## config.mk

```make
export PLATFORM = sky130hd
export DESIGN_NAME = json_string_escaper
export DESIGN_NICKNAME = d
export VERILOG_FILES = /design/src/rtl/core/jse_pkg.sv /design/src/rtl/core/jse_front.sv /design/src/rtl/core/jse_queue.sv /design/src/rtl/core/jse_back.sv /design/src/rtl/core/json_string_escaper.sv
export SDC_FILE = /design/constraint.sdc
export NUM_CORES = 1
export LEC_CHECK = 0
export BUFFER_PORTS_ARGS = -buffer_cell sky130_fd_sc_hd__buf_2
export CAP_MARGIN = 20
export CORE_AREA = 2 2 129 131
export DETAILED_ROUTE_END_ITERATION = 10
export DIE_AREA = 0 0 131 133
export PLACE_DENSITY_LB_ADDON = 0.05
export SYNTH_ARGS = -nofsm -noshare
export SYNTH_HDL_FRONTEND = slang
export SYNTH_SLANG_ARGS = --single-unit
```

## constraint.sdc

```tcl
create_clock -name clk_i -period 6.95 [get_ports clk_i]
set_clock_uncertainty 0.15 [all_clocks]
set_input_delay 0.3475 -clock clk_i [delete_from_list [all_inputs] [get_ports clk_i]]
set_output_delay 0.3475 -clock clk_i [all_outputs]
set_load 0.01 [all_outputs]
```

## src/rtl/core/jse_pkg.sv

```systemverilog
package jse_pkg;

  // input and output words
  typedef struct packed {
    logic [7:0] in_byte;
    logic       end_of_string;
  } in_word_t;

  typedef struct packed {
    logic [7:0] out_char;
    logic       run_last;
  } out_word_t;

  // work handed from the classifier to the emitter
  typedef enum logic [1:0] {
    KindChar = 2'd0,  // one plain character, in lo[7:0]
    KindEsc  = 2'd1,  // backslash + lo[7:0]
    KindU16  = 2'd2,  // \u + four hex digits of lo
    KindPair = 2'd3   // \u hi, then \u lo
  } job_kind_e;

  typedef struct packed {
    job_kind_e   kind;
    logic [15:0] hi;
    logic [15:0] lo;
  } job_t;

  // job queue
  localparam int QAw    = 2;
  localparam int QDepth = 1 << QAw;

  typedef struct packed {
    logic           full;
    logic           empty;
    logic [QAw:0]   count;
  } q_stat_t;

  // characters
  localparam logic [7:0] AsciiQuote = 8'h22;
  localparam logic [7:0] AsciiBslash = 8'h5C;
  localparam logic [7:0] AsciiLowU  = 8'h75;
  localparam logic [7:0] AsciiLowR  = 8'h72;
  localparam logic [7:0] AsciiLowN  = 8'h6E;
  localparam logic [7:0] AsciiLowT  = 8'h74;
  localparam logic [7:0] AsciiLowB  = 8'h62;
  localparam logic [7:0] AsciiLowF  = 8'h66;
  localparam logic [7:0] CtrlBs     = 8'h08;
  localparam logic [7:0] CtrlTab    = 8'h09;
  localparam logic [7:0] CtrlLf     = 8'h0A;
  localparam logic [7:0] CtrlFf     = 8'h0C;
  localparam logic [7:0] CtrlCr     = 8'h0D;
  localparam logic [7:0] PrintLow   = 8'h20;
  localparam logic [7:0] PrintHigh  = 8'h7E;

  // UTF-8 lead byte patterns
  localparam logic [7:0] Lead2Mask = 8'hE0;
  localparam logic [7:0] Lead2Tag  = 8'hC0;
  localparam logic [7:0] Lead3Mask = 8'hF0;
  localparam logic [7:0] Lead3Tag  = 8'hE0;
  localparam logic [7:0] Lead4Mask = 8'hF8;
  localparam logic [7:0] Lead4Tag  = 8'hF0;

  localparam logic [20:0] CpPlane1 = 21'h10000;
  localparam logic [20:0] CpMax    = 21'h10FFFF;

  function automatic logic [7:0] hex_char(input logic [3:0] nib);
    logic [7:0] c;
    if (nib < 4'd10) begin
      c = 8'h30 + {4'd0, nib};
    end else begin
      c = 8'h57 + {4'd0, nib};
    end
    return c;
  endfunction

endpackage

```

## src/rtl/core/jse_front.sv

```systemverilog
module jse_front (
  input  logic               clk_i,
  input  logic               rst_ni,
  input  logic               in_valid_i,
  output logic               in_stall_o,
  input  jse_pkg::in_word_t  in_word_i,
  input  logic               q_full_i,
  output logic               push_o,
  output jse_pkg::job_t      job_o
);
  import jse_pkg::*;

  logic [1:0]  pend_q, pend_d;
  logic [20:0] acc_q, acc_d;
  logic [20:0] acc_shift;
  logic [20:0] cp_off;
  logic [7:0]  b;
  logic        accept;
  logic        want;
  job_t        job;

  assign b          = in_word_i.in_byte;
  assign in_stall_o = q_full_i;
  assign accept     = in_valid_i && !q_full_i;
  assign acc_shift  = {acc_q[14:0], b[5:0]};
  assign cp_off     = acc_shift - CpPlane1;

  always_comb begin
    pend_d = pend_q;
    acc_d  = acc_q;
    want   = 1'b0;
    job    = '0;
    if (pend_q != 2'd0) begin
      acc_d  = acc_shift;
      pend_d = pend_q - 2'd1;
      if (pend_q == 2'd1) begin
        if (acc_shift < CpPlane1) begin
          want     = 1'b1;
          job.kind = KindU16;
          job.lo   = acc_shift[15:0];
        end else if (acc_shift <= CpMax) begin
          want     = 1'b1;
          job.kind = KindPair;
          job.hi   = {6'b110110, cp_off[19:10]};
          job.lo   = {6'b110111, cp_off[9:0]};
        end
      end
    end else begin
      job.kind = KindEsc;
      case (b)
        AsciiQuote, AsciiBslash: begin
          want   = 1'b1;
          job.lo = {8'd0, b};
        end
        CtrlCr: begin
          want   = 1'b1;
          job.lo = {8'd0, AsciiLowR};
        end
        CtrlLf: begin
          want   = 1'b1;
          job.lo = {8'd0, AsciiLowN};
        end
        CtrlTab: begin
          want   = 1'b1;
          job.lo = {8'd0, AsciiLowT};
        end
        CtrlBs: begin
          want   = 1'b1;
          job.lo = {8'd0, AsciiLowB};
        end
        CtrlFf: begin
          want   = 1'b1;
          job.lo = {8'd0, AsciiLowF};
        end
        default: begin
          if (b >= PrintLow && b <= PrintHigh) begin
            want     = 1'b1;
            job.kind = KindChar;
            job.lo   = {8'd0, b};
          end else if ((b & Lead2Mask) == Lead2Tag) begin
            pend_d = 2'd1;
            acc_d  = {16'd0, b[4:0]};
          end else if ((b & Lead3Mask) == Lead3Tag) begin
            pend_d = 2'd2;
            acc_d  = {17'd0, b[3:0]};
          end else if ((b & Lead4Mask) == Lead4Tag) begin
            pend_d = 2'd3;
            acc_d  = {18'd0, b[2:0]};
          end
        end
      endcase
    end
    if (in_word_i.end_of_string) begin
      pend_d = 2'd0;
      acc_d  = '0;
    end
  end

  assign push_o = accept && want;
  assign job_o  = job;

  always_ff @(posedge clk_i or negedge rst_ni) begin
    if (!rst_ni) begin
      pend_q <= 2'd0;
      acc_q  <= '0;
    end else if (accept) begin
      pend_q <= pend_d;
      acc_q  <= acc_d;
    end
  end

endmodule

```

## src/rtl/core/jse_queue.sv

```systemverilog
module jse_queue (
  input  logic              clk_i,
  input  logic              rst_ni,
  input  logic              push_i,
  input  jse_pkg::job_t     wdata_i,
  input  logic              pop_i,
  output jse_pkg::job_t     rdata_o,
  output jse_pkg::q_stat_t  stat_o
);
  import jse_pkg::*;

  localparam logic [QAw:0] CountFull = (QAw + 1)'(QDepth);

  job_t           mem_q [QDepth];
  logic [QAw-1:0] wr_q, rd_q;
  logic [QAw:0]   cnt_q, cnt_d;

  always_ff @(posedge clk_i) begin
    if (push_i) begin
      mem_q[wr_q] <= wdata_i;
    end
  end

  always_comb begin
    cnt_d = cnt_q;
    if (push_i && !pop_i) begin
      cnt_d = cnt_q + 1'b1;
    end else if (pop_i && !push_i) begin
      cnt_d = cnt_q - 1'b1;
    end
  end

  always_ff @(posedge clk_i or negedge rst_ni) begin
    if (!rst_ni) begin
      wr_q  <= '0;
      rd_q  <= '0;
      cnt_q <= '0;
    end else begin
      if (push_i) begin
        wr_q <= wr_q + 1'b1;
      end
      if (pop_i) begin
        rd_q <= rd_q + 1'b1;
      end
      cnt_q <= cnt_d;
    end
  end

  assign rdata_o      = mem_q[rd_q];
  assign stat_o.full  = (cnt_q == CountFull);
  assign stat_o.empty = (cnt_q == '0);
  assign stat_o.count = cnt_q;

endmodule

```

## src/rtl/core/jse_back.sv

```systemverilog
module jse_back (
  input  logic               clk_i,
  input  logic               rst_ni,
  input  logic               q_empty_i,
  input  jse_pkg::job_t      head_i,
  output logic               pop_o,
  output logic               out_valid_o,
  input  logic               out_stall_i,
  output jse_pkg::out_word_t out_word_o
);
  import jse_pkg::*;

  localparam logic [3:0] LastChar = 4'd0;
  localparam logic [3:0] LastEsc  = 4'd1;
  localparam logic [3:0] LastU16  = 4'd5;
  localparam logic [3:0] LastPair = 4'd11;
  localparam logic [3:0] HalfLen  = 4'd6;

  logic [3:0]  idx_q, idx_d;
  logic        out_valid_q, out_valid_d;
  out_word_t   out_q;
  logic [3:0]  last_idx;
  logic        is_last;
  logic        second;
  logic [3:0]  pos;
  logic [15:0] val;
  logic [3:0]  nib;
  logic [7:0]  ch;
  logic        emit;

  assign emit = !q_empty_i && (!out_valid_q || !out_stall_i);

  always_comb begin
    case (head_i.kind)
      KindChar: last_idx = LastChar;
      KindEsc:  last_idx = LastEsc;
      KindU16:  last_idx = LastU16;
      default:  last_idx = LastPair;
    endcase
  end

  assign is_last = (idx_q == last_idx);
  assign second  = (idx_q >= HalfLen);
  assign pos     = second ? (idx_q - HalfLen) : idx_q;
  assign val     = (head_i.kind == KindPair && !second) ? head_i.hi : head_i.lo;

  always_comb begin
    case (pos)
      4'd2:    nib = val[15:12];
      4'd3:    nib = val[11:8];
      4'd4:    nib = val[7:4];
      default: nib = val[3:0];
    endcase
  end

  always_comb begin
    case (head_i.kind)
      KindChar: ch = head_i.lo[7:0];
      KindEsc:  ch = (idx_q == 4'd0) ? AsciiBslash : head_i.lo[7:0];
      default: begin
        if (pos == 4'd0) begin
          ch = AsciiBslash;
        end else if (pos == 4'd1) begin
          ch = AsciiLowU;
        end else begin
          ch = hex_char(nib);
        end
      end
    endcase
  end

  always_comb begin
    idx_d       = idx_q;
    out_valid_d = out_valid_q;
    if (emit) begin
      out_valid_d = 1'b1;
      idx_d       = is_last ? 4'd0 : idx_q + 4'd1;
    end else if (!out_stall_i) begin
      out_valid_d = 1'b0;
    end
  end

  always_ff @(posedge clk_i or negedge rst_ni) begin
    if (!rst_ni) begin
      idx_q       <= 4'd0;
      out_valid_q <= 1'b0;
    end else begin
      idx_q       <= idx_d;
      out_valid_q <= out_valid_d;
    end
  end

  always_ff @(posedge clk_i) begin
    if (emit) begin
      out_q.out_char <= ch;
      out_q.run_last <= is_last;
    end
  end

  assign pop_o       = emit && is_last;
  assign out_valid_o = out_valid_q;
  assign out_word_o  = out_q;

endmodule

```

## src/rtl/core/json_string_escaper.sv

```systemverilog
// JSON string escaper: UTF-8 bytes in, escaped JSON text out.
// Input channel: in_valid_i / in_stall_o / in_word_i carries one source byte per
//   word plus end_of_string on the final byte of a string.
// Output channel: out_valid_o / out_stall_i / out_word_o carries one ASCII char
//   per word; run_last marks the final char produced by one input byte.
// A word moves on a rising edge with valid high and stall low.
// Structure: a classifier decodes UTF-8 and turns each byte into a job (plain
//   char, two-char escape, \uXXXX, or surrogate pair), a 4-entry job queue,
//   and an emitter that walks each job one char per cycle, unless the receiver stalls, into an output reg.
// With the emitter idle, an accepted byte's job is written into the queue and
//   then loaded by the emitter into out_word_o, from which its first char can leave.
// Throughput: the emitter gives one char per cycle unless the receiver stalls;
//   a byte turns into 1, 2, 6 or 12 chars of emitter work; bytes that give no
//   output (lead bytes, continuation bytes short of the last, dropped bytes)
//   cost none there. Input is taken every cycle while the job queue has room.
// Reset: clears the decoder state, the queue and the output valid flag, not the
//   output char register. No clearing pass; the block accepts input right after reset.
// Receiver stall: the output word holds, the emitter waits, the queue fills,
//   and then in_stall_o rises.
module json_string_escaper (
  input  logic               clk_i,
  input  logic               rst_ni,
  input  logic               in_valid_i,
  output logic               in_stall_o,
  input  jse_pkg::in_word_t  in_word_i,
  output logic               out_valid_o,
  input  logic               out_stall_i,
  output jse_pkg::out_word_t out_word_o
);
  import jse_pkg::*;

  logic    push;
  logic    pop;
  job_t    job_in;
  job_t    job_head;
  q_stat_t q_stat;

  jse_front u_front (
    .clk_i      (clk_i),
    .rst_ni     (rst_ni),
    .in_valid_i (in_valid_i),
    .in_stall_o (in_stall_o),
    .in_word_i  (in_word_i),
    .q_full_i   (q_stat.full),
    .push_o     (push),
    .job_o      (job_in)
  );

  jse_queue u_queue (
    .clk_i   (clk_i),
    .rst_ni  (rst_ni),
    .push_i  (push),
    .wdata_i (job_in),
    .pop_i   (pop),
    .rdata_o (job_head),
    .stat_o  (q_stat)
  );

  jse_back u_back (
    .clk_i       (clk_i),
    .rst_ni      (rst_ni),
    .q_empty_i   (q_stat.empty),
    .head_i      (job_head),
    .pop_o       (pop),
    .out_valid_o (out_valid_o),
    .out_stall_i (out_stall_i),
    .out_word_o  (out_word_o)
  );

  // queue never overflows or underflows
  a_no_push_full: assert property (@(posedge clk_i) disable iff (!rst_ni)
    push |-> !q_stat.full) else $error("job pushed into full queue");

  a_no_pop_empty: assert property (@(posedge clk_i) disable iff (!rst_ni)
    pop |-> !q_stat.empty) else $error("job popped from empty queue");

  a_count_bound: assert property (@(posedge clk_i) disable iff (!rst_ni)
    q_stat.count <= (QAw + 1)'(QDepth)) else $error("queue count out of range");

  // a finished job leaves exactly when its last char is loaded
  a_pop_marks_last: assert property (@(posedge clk_i) disable iff (!rst_ni)
    pop |=> out_valid_o && out_word_o.run_last)
    else $error("job retired without run_last");

endmodule
```

==> results.cfg, run 1 <==
[layout]
fillers = 1445
final_cell_count_no_fill = 750
seq_area_um2 = 4480
antenna_cells = 0
multiInputGateArea_um2 = 2410
nNetsFinal = 541
syn_to_final_growth_pct = 12.7
layout-drive-gt1-share = 0.189

[power_and_ir_drop]
ir_drop_mv = 0.202
power_frac_seq = 0.392
p_per_area_nw_per_um2 = 440
internal_power_uw = 2260
p_leak_uw = 0.00291
total_power_uw = 3500
pwr-share-comb = 0.369
power_frac_clock = 0.239
swShare = 0.354
switchingPower_uw = 1240

[min_path]
hold_class = input port to flip-flop
hold_path_depth = 3
min_from = in_word_i[6]
min_to = u_front.acc_q[5]

[placed_design]
place_congestion = 0.857
placed_cells = 716
io_buffers = 23
dp_hpwl_um = 10100

[timing]
worst-slew-pin-transition_ns = 0.806
fmax_mhz = 284
rsz0062_at_grt = no
finalCriticalPeriod_ns = 3.53
drv_slew = 0
hold_violations = 0
setup_viol_count_final = 0
maxSlewHeadroom = 0.463
setup_tns_ns = 0
min_period_over_period = 0.507

[die]
pin_count = 24
initial_core_util = 0.437
fp.coreArea_um2 = 16200
rows = 47
fp.dieH_um = 133
dieWidth_um = 131
die_area_um2 = 17400

[setup_path]
rr_startpoint = u_queue.rd_q[1]
arrival_ns = 3.67
rr_endpoint = u_queue.cnt_q[1]
critical_path_class = flip-flop to flip-flop
reg2reg_depth = 9
worstPathRequired_ns = 7.10
crit_fanout = 14
reg2reg_slack_ns = 3.42
cp-start-kind = flip-flop
crit_path_end_kind = flip-flop

[clock_tree]
clock_latency_ns = 0.42
cts_buffer_depth = 2
cts_buffers = 17
cts_resized = 0
ctsHtreeMaxLevel = 4
cts_setup_buffers = 0
clk_pin_slew_ns = 0.06
clock_sinks = 154
hold_buffers = 2
cts_tree = built
clock-root-buffer = clkbuf_16

[global_route]
antenna_found_initial = 0
grt_overflow = 0
grt_pass1_wl_um = 24200
gr-usage-met3 = 0.0340
grt_usage = 0.190
grt_use_met2 = 0.300
grt_start_max_net_pins = 32
gr-usage-met1 = 0.267
busiest_layer = met2
grt_pass1_vias = 4279

[detailed_routing]
vias = 4078
antenna_left = 0
detail_route.vias_per_cell = 5.44
dr.pass1.iters = 4
drcViolationCount = 0
wire_per_inst_um = 20.2
drt_iter0_drc = 264
wl_um = 15100

[yosys]
ys_seq_area_frac = 0.634
synth-seq-cells = 154
ys_types = 67
syn-num-nets = 510
syn_inst = 486
synth_area_leader_cell = edfxtp_1
mappedNetlistArea_um2 = 7070
ys.flop_type = edfxtp_1
synth_edf_count = 125
yosysWarnings = 0
yosysTopAreaCellShare = 0.531
ys_top_cells_by_area = edfxtp_1 (53%), dfrtp_1 (10%), mux4_2 (6.4%)
ys_async_sr_fraction = 0.188
synth.avg_cell_area_um2 = 14.5

[run_status]
status = finished, final reports clean

[flow_run]
drv_cap = 0
cell type report:
cell class | count | area share
sequential | 154 | 0.563
tap | 220 | 0.0346
multi-input combinational | 294 | 0.302
clock inverter | 15 | 0.0137
inverter | 15 | 0.00707
clock buffer | 17 | 0.0534
timing repair buffer | 35 | 0.0264
cell usage in the layout (no fill, tap or decap), types with 11 or more instances in the layout:
cell type | netlist | final
mux4_2 | 20 | 20
nor2_1 | 18 | 18
buf_2 | 7 | 23
o21ai_0 | 28 | 28
nand2_1 | 56 | 56
a21oi_1 | 11 | 11
dfrtp_1 | 29 | 28
edfxtp_1 | 125 | 125
and2_1 | 15 | 15
clkbuf_16 | 0 | 17
inv_1 | 14 | 14
Yosys cell counts, types with 3 or more instances:
cell / number
clkbuf_1: 10
edfxtp_1: 125
a21oi_1: 11
a211oi_1: 3
ha_1: 10
mux2_2: 4
mux4_2: 20
mux2i_1: 8
mux4_1: 9
xor2_1: 4
xnor2_1: 8
nand3_1: 10
nand2b_1: 7
o21a_1: 9
dfrtp_1: 29
and3_1: 9
nor2_1: 18
nor3_1: 6
inv_1: 14
buf_2: 7
a21o_1: 3
buf_6: 4
nand2_1: 56
o21ai_0: 28
and2_1: 15
a31oi_1: 4
o22ai_1: 4
sequential cells by signal (all words and copies together), names as in the netlist:
signal and cells:
u_queue.mem_q 116, u_queue.cnt_q 3, u_queue.wr_q 2, u_back.out_word_o 9
u_back.idx_q 4, u_back.out_valid_o 1, u_front.pend_q 2, u_queue.rd_q 2
u_front.acc_q 15
cell families after synthesis:
logic type,synth area share
AND/OR/NAND/NOR,0.101
XOR/XNOR,0.0149
multiplexers,0.117
adder cells (fa/ha/maj),0.0205
flip-flops,0.634
buffers and inverters,0.0262
AO/OA/AOI/OAI,0.0866
stage by stage:
| stage | cell area, µm² | hold slack [ns] | worst slack (ns) | util |
|---|---|---|---|---|
| after global placement | 7410 | 0.316 | 3.55 | 0.458 |
| after CTS | 7960 | 0.0662 | 3.40 | 0.492 |
| final | 7960 | 0.0840 | 3.42 | 0.492 |
| after floorplan | 7070 | -0.0981 | 3.91 | - |
| after global routing | 7960 | 0.0993 | 3.15 | 0.492 |
| after detailed placement | 7410 | 0.333 | 3.44 | 0.458 |
routing by layer:
metal	up-vias	wire length, µm	part of all wire
li1	1935	-	-
met5	-	0	0
met4	0	213	0.014
met3	15	313	0.021
met1	2076	7260	0.48
met2	52	7360	0.49
worst max-delay path: stages (launching register included):
cell and delay [ns]:
dfrtp_1 0.73, mux4_2 0.53, nor4_1 0.30, a31oi_1 0.06, o32ai_1 0.39, nand2_1 0.22, ha_1 0.27, inv_1 0.07
fa_1 0.41, mux2_2 0.27
power groups by stage:
stage	Combinational (µW)	Sequential, µW	Clock [µW]
6_report	1290	1370	837
5_1_grt	1450	1400	892
4_1_cts	1310	1380	857
3_5_place_dp	1310	1390	0
3_3_place_gp	1290	1390	0
2_1_floorplan	997	1340	0
how the worst max path moves through the flow:
| stage | start | endpoint | slack (ns) | depth (start not counted) |
|---|---|---|---|---|
| after global routing | u_queue.rd_q[1] | u_queue.cnt_q[1] | 3.15 | 8 |
| after CTS | u_queue.rd_q[1] | u_queue.cnt_q[1] | 3.40 | 9 |
| final | u_queue.rd_q[1] | u_queue.cnt_q[1] | 3.42 | 9 |
| after global placement | u_queue.rd_q[1] | u_queue.cnt_q[1] | 3.55 | 9 |
| after detailed placement | u_queue.rd_q[1] | u_queue.cnt_q[1] | 3.44 | 9 |
| after floorplan | in_word_i[2] | u_queue.mem_q[0][0] | 3.91 | 8 |
Power figures use the tool's default switching activity.
==> run 2: changes to the inputs <==
--- a/config.mk
+++ b/config.mk
@@ -5,11 +5,12 @@
 export SDC_FILE = /design/constraint.sdc
 export NUM_CORES = 1
 export LEC_CHECK = 0
+export ABC_AREA = 1
 export BUFFER_PORTS_ARGS = -buffer_cell sky130_fd_sc_hd__buf_2
 export CAP_MARGIN = 20
-export CORE_AREA = 2 2 129 131
+export CORE_AREA = 2 2 130 132
 export DETAILED_ROUTE_END_ITERATION = 10
-export DIE_AREA = 0 0 131 133
+export DIE_AREA = 0 0 132 134
 export PLACE_DENSITY_LB_ADDON = 0.05
 export SYNTH_ARGS = -nofsm -noshare
 export SYNTH_HDL_FRONTEND = slang
==> constraint.sdc (replaced) <==
create_clock -name clk_i -period 2.9 [get_ports clk_i]
set_clock_uncertainty 0.15 [all_clocks]
set_input_delay 0.145 -clock clk_i [delete_from_list [all_inputs] [get_ports clk_i]]
set_output_delay 0.145 -clock clk_i [all_outputs]
set_load 0.01 [all_outputs]
==> run 2 against run 1 <==
  * Critical path depth grew 7
  * Combinational power grew to 3.2 times the previous value
  * First-iteration DRC count grew 18%
  * Sequential power grew 130%
  * Global-route usage grew 1.3 points
  * Register-to-register slack lost 3.2 ns
  * Largest cell class unchanged
==> results.cfg, run 2 <==
[setup_path]
worstPathRequired_ns = 3.06
reg2reg_slack_ns = 0.20
crit_fanout = 7
critical_path_class = input port to flip-flop
rr_startpoint = u_front.acc_q[7]
arrival_ns = 2.90
reg2reg_depth = 9
crit_path_end_kind = flip-flop
cp-start-kind = input port
rr_endpoint = u_queue.mem_q[1][20]

[detailed_routing]
dr.pass1.iters = 5
vias = 5217
drcViolationCount = 0
wire_per_inst_um = 17.1
antenna_left = 0
detail_route.vias_per_cell = 5.19
wl_um = 17200
drt_iter0_drc = 311

[yosys]
synth_compound_area_frac = 0.0846
synth_top_family_by_area = simple AND/OR/NAND/NOR gates
ys_types = 41
syn-num-nets = 739
yosysTopAreaCellShare = 0.519
synthAdderAreaFrac = 0.0201
synth-seq-cells = 154
mappedNetlistArea_um2 = 7230
synthSimpleGateAreaFrac = 0.213
yosysWarnings = 0
synth.avg_cell_area_um2 = 10.1
syn_inst = 715
ys.flop_type = edfxtp_1
synthXorXnorAreaFrac = 0.00951
synth_most_common_cell = nand2_1
synthMuxAreaShare = 0.00156
synth_edf_count = 125
ys_top_cells_by_area = edfxtp_1 (52%), dfrtp_1 (10%), nand2_1 (8.3%)
synth_common_cells = nand2_1 (160), edfxtp_1 (125), nor2_1 (74), nand3_1 (73), o21ai_0 (59)
ys_async_sr_fraction = 0.188
ys_seq_area_frac = 0.619
synth_area_leader_cell = edfxtp_1

[global_route]
grt_start_max_net_pins = 50
grt_overflow = 0
grt_usage = 0.203
grt_pass1_vias = 4995
grt_pass1_wl_um = 27000
antenna_found_initial = 0

[timing]
setup_tns_ns = 0
worst-slew-pin-transition_ns = 0.722
hold_violations = 0
finalCriticalPeriod_ns = 2.74
fmax_mhz = 365
setup_viol_count_final = 0
maxSlewHeadroom = 0.518
drv_slew = 0
min_period_over_period = 0.944
rsz0062_at_grt = yes

[die]
pin_count = 24
rows = 47
initial_core_util = 0.444
fp.coreArea_um2 = 16300
die_area_um2 = 17700
dieWidth_um = 132
fp.dieH_um = 134

[layout]
largest_reg_flops = 116
layout-drive-gt1-share = 0.172
final_common_cell = nand2_1
syn_to_final_growth_pct = 18.4
multiInputGateArea_um2 = 2470
fillers = 1450
fin_util = 0.526
layout_common_cells = nand2_1 (158), edfxtp_1 (125), nand3_1 (73), nor2_1 (66), o21ai_0 (59)
antenna_cells = 0
nNetsFinal = 797
seq_area_um2 = 4480
regMostFlops = u_queue.mem_q

[clock_tree]
cts_buffer_depth = 2
cts_buffers = 17
clock-root-buffer = clkbuf_16
cts_setup_buffers = 0
ctsHtreeMaxLevel = 4
clock_latency_ns = 0.42
clock_sinks = 154
clk_pin_slew_ns = 0.06
cts_tree = built

[placed_design]
io_buffers = 23
place_congestion = 0.874
dp_hpwl_um = 11300

[power_and_ir_drop]
p_per_area_nw_per_um2 = 1130
p_leak_uw = 0.00340
ir_drop_mv = 0.567

[run_status]
status = finished, final reports clean

[flow_run]
drv_cap = 0

[min_path]
hold_path_depth = 6
hold_class = input port to flip-flop
min_from = in_word_i[7]
min_to = u_front.pend_q[0]
run 2: cell count changes in the layout (fill, tap and decap cells not counted), sizes merged, moves of 11 or more:
cell and change:
dlygate4sd3 +11, buf +19, nand3 +65, o21ai +37, mux4 -29, and2 -15
nor2 +66, inv +48, nand2 +115
run 2: per-stage QoR:
stage	area, µm²	power [µW]	cells	hold WS, ns	worst slack [ns]
after floorplan	7230	6090	715	-0.301	-0.144
after global placement	7740	7300	961	0.0793	0.106
after detailed placement	7740	7350	961	0.0800	0.0245
after CTS	8480	9690	1006	0.103	0.0635
after global routing	8570	10400	1006	0.148	-0.0711
final	8570	9670	1006	0.120	0.161
run 2: logic make-up (layout without fill, tap and decap cells):
kind of cell,count (synthesis),in the layout
DFF,154,154
AOI/OAI and AO/OA,110,110
adders and majority gates,11,11
and+or+nand+nor,348,348
muxes,1,1
buffers and inverters,84,155
xor gates and xnor gates,7,7
run 2: final cells by class:
cell class,instances,area share
multi-input cells,477,0.288
well taps,220,0.0321
clock buffers,19,0.0505
clock inverters,13,0.0207
flip-flops and latches,154,0.523
repair buffers,65,0.0602
inverters,58,0.0257
run 2: metal layers:
layer	vias up	GRT usage	part of all wire
met1	2481	0.269	0.46
met4	0	0.0682	0.018
met2	132	0.334	0.48
met3	27	0.0427	0.037
met5	-	0	0
li1	2577	-	-
run 2: power by group:
| group | switching, µW | internal (µW) | total [µW] |
|---|---|---|---|
| Combinational | 2810 | 1370 | 4180 |
| Clock | 920 | 1380 | 2300 |
| Sequential | 188 | 3000 | 3190 |
| Total | 3920 | 5740 | 9670 |
run 2: worst max-delay path by stage:
stage | from | to | slack [ns] | depth (start not counted)
6_report | in_word_i[4] | u_queue.cnt_q[1] | 0.16 | 16
5_1_grt | in_word_i[5] | u_queue.cnt_q[2] | -0.07 | 17
4_1_cts | in_word_i[1] | u_queue.cnt_q[1] | 0.06 | 15
3_3_place_gp | in_word_i[7] | u_queue.cnt_q[2] | 0.11 | 18
3_5_place_dp | in_word_i[7] | u_queue.cnt_q[2] | 0.02 | 18
2_1_floorplan | u_front.acc_q[6] | u_queue.mem_q[0][0] | -0.14 | 8
run 2: timing repair:
item,4_1_cts,5_1_grt
resized for setup,0,26
setup endpoints to repair,0,60
hold buffers,13,0
hold endpoints to repair,38,0
run 2: critical path: stages:
cell	delay (ns)
dlygate4sd3_1	0.54
buf_4	0.16
inv_1	0.12
nor2_2	0.06
nand4_1	0.13
nand2_1	0.09
nor2_1	0.16
o311ai_2	0.14
o21ai_0	0.18
nand2_1	0.08
nand2_2	0.08
inv_1	0.07
ha_1	0.20
inv_2	0.07
fa_1	0.40
mux2_2	0.26
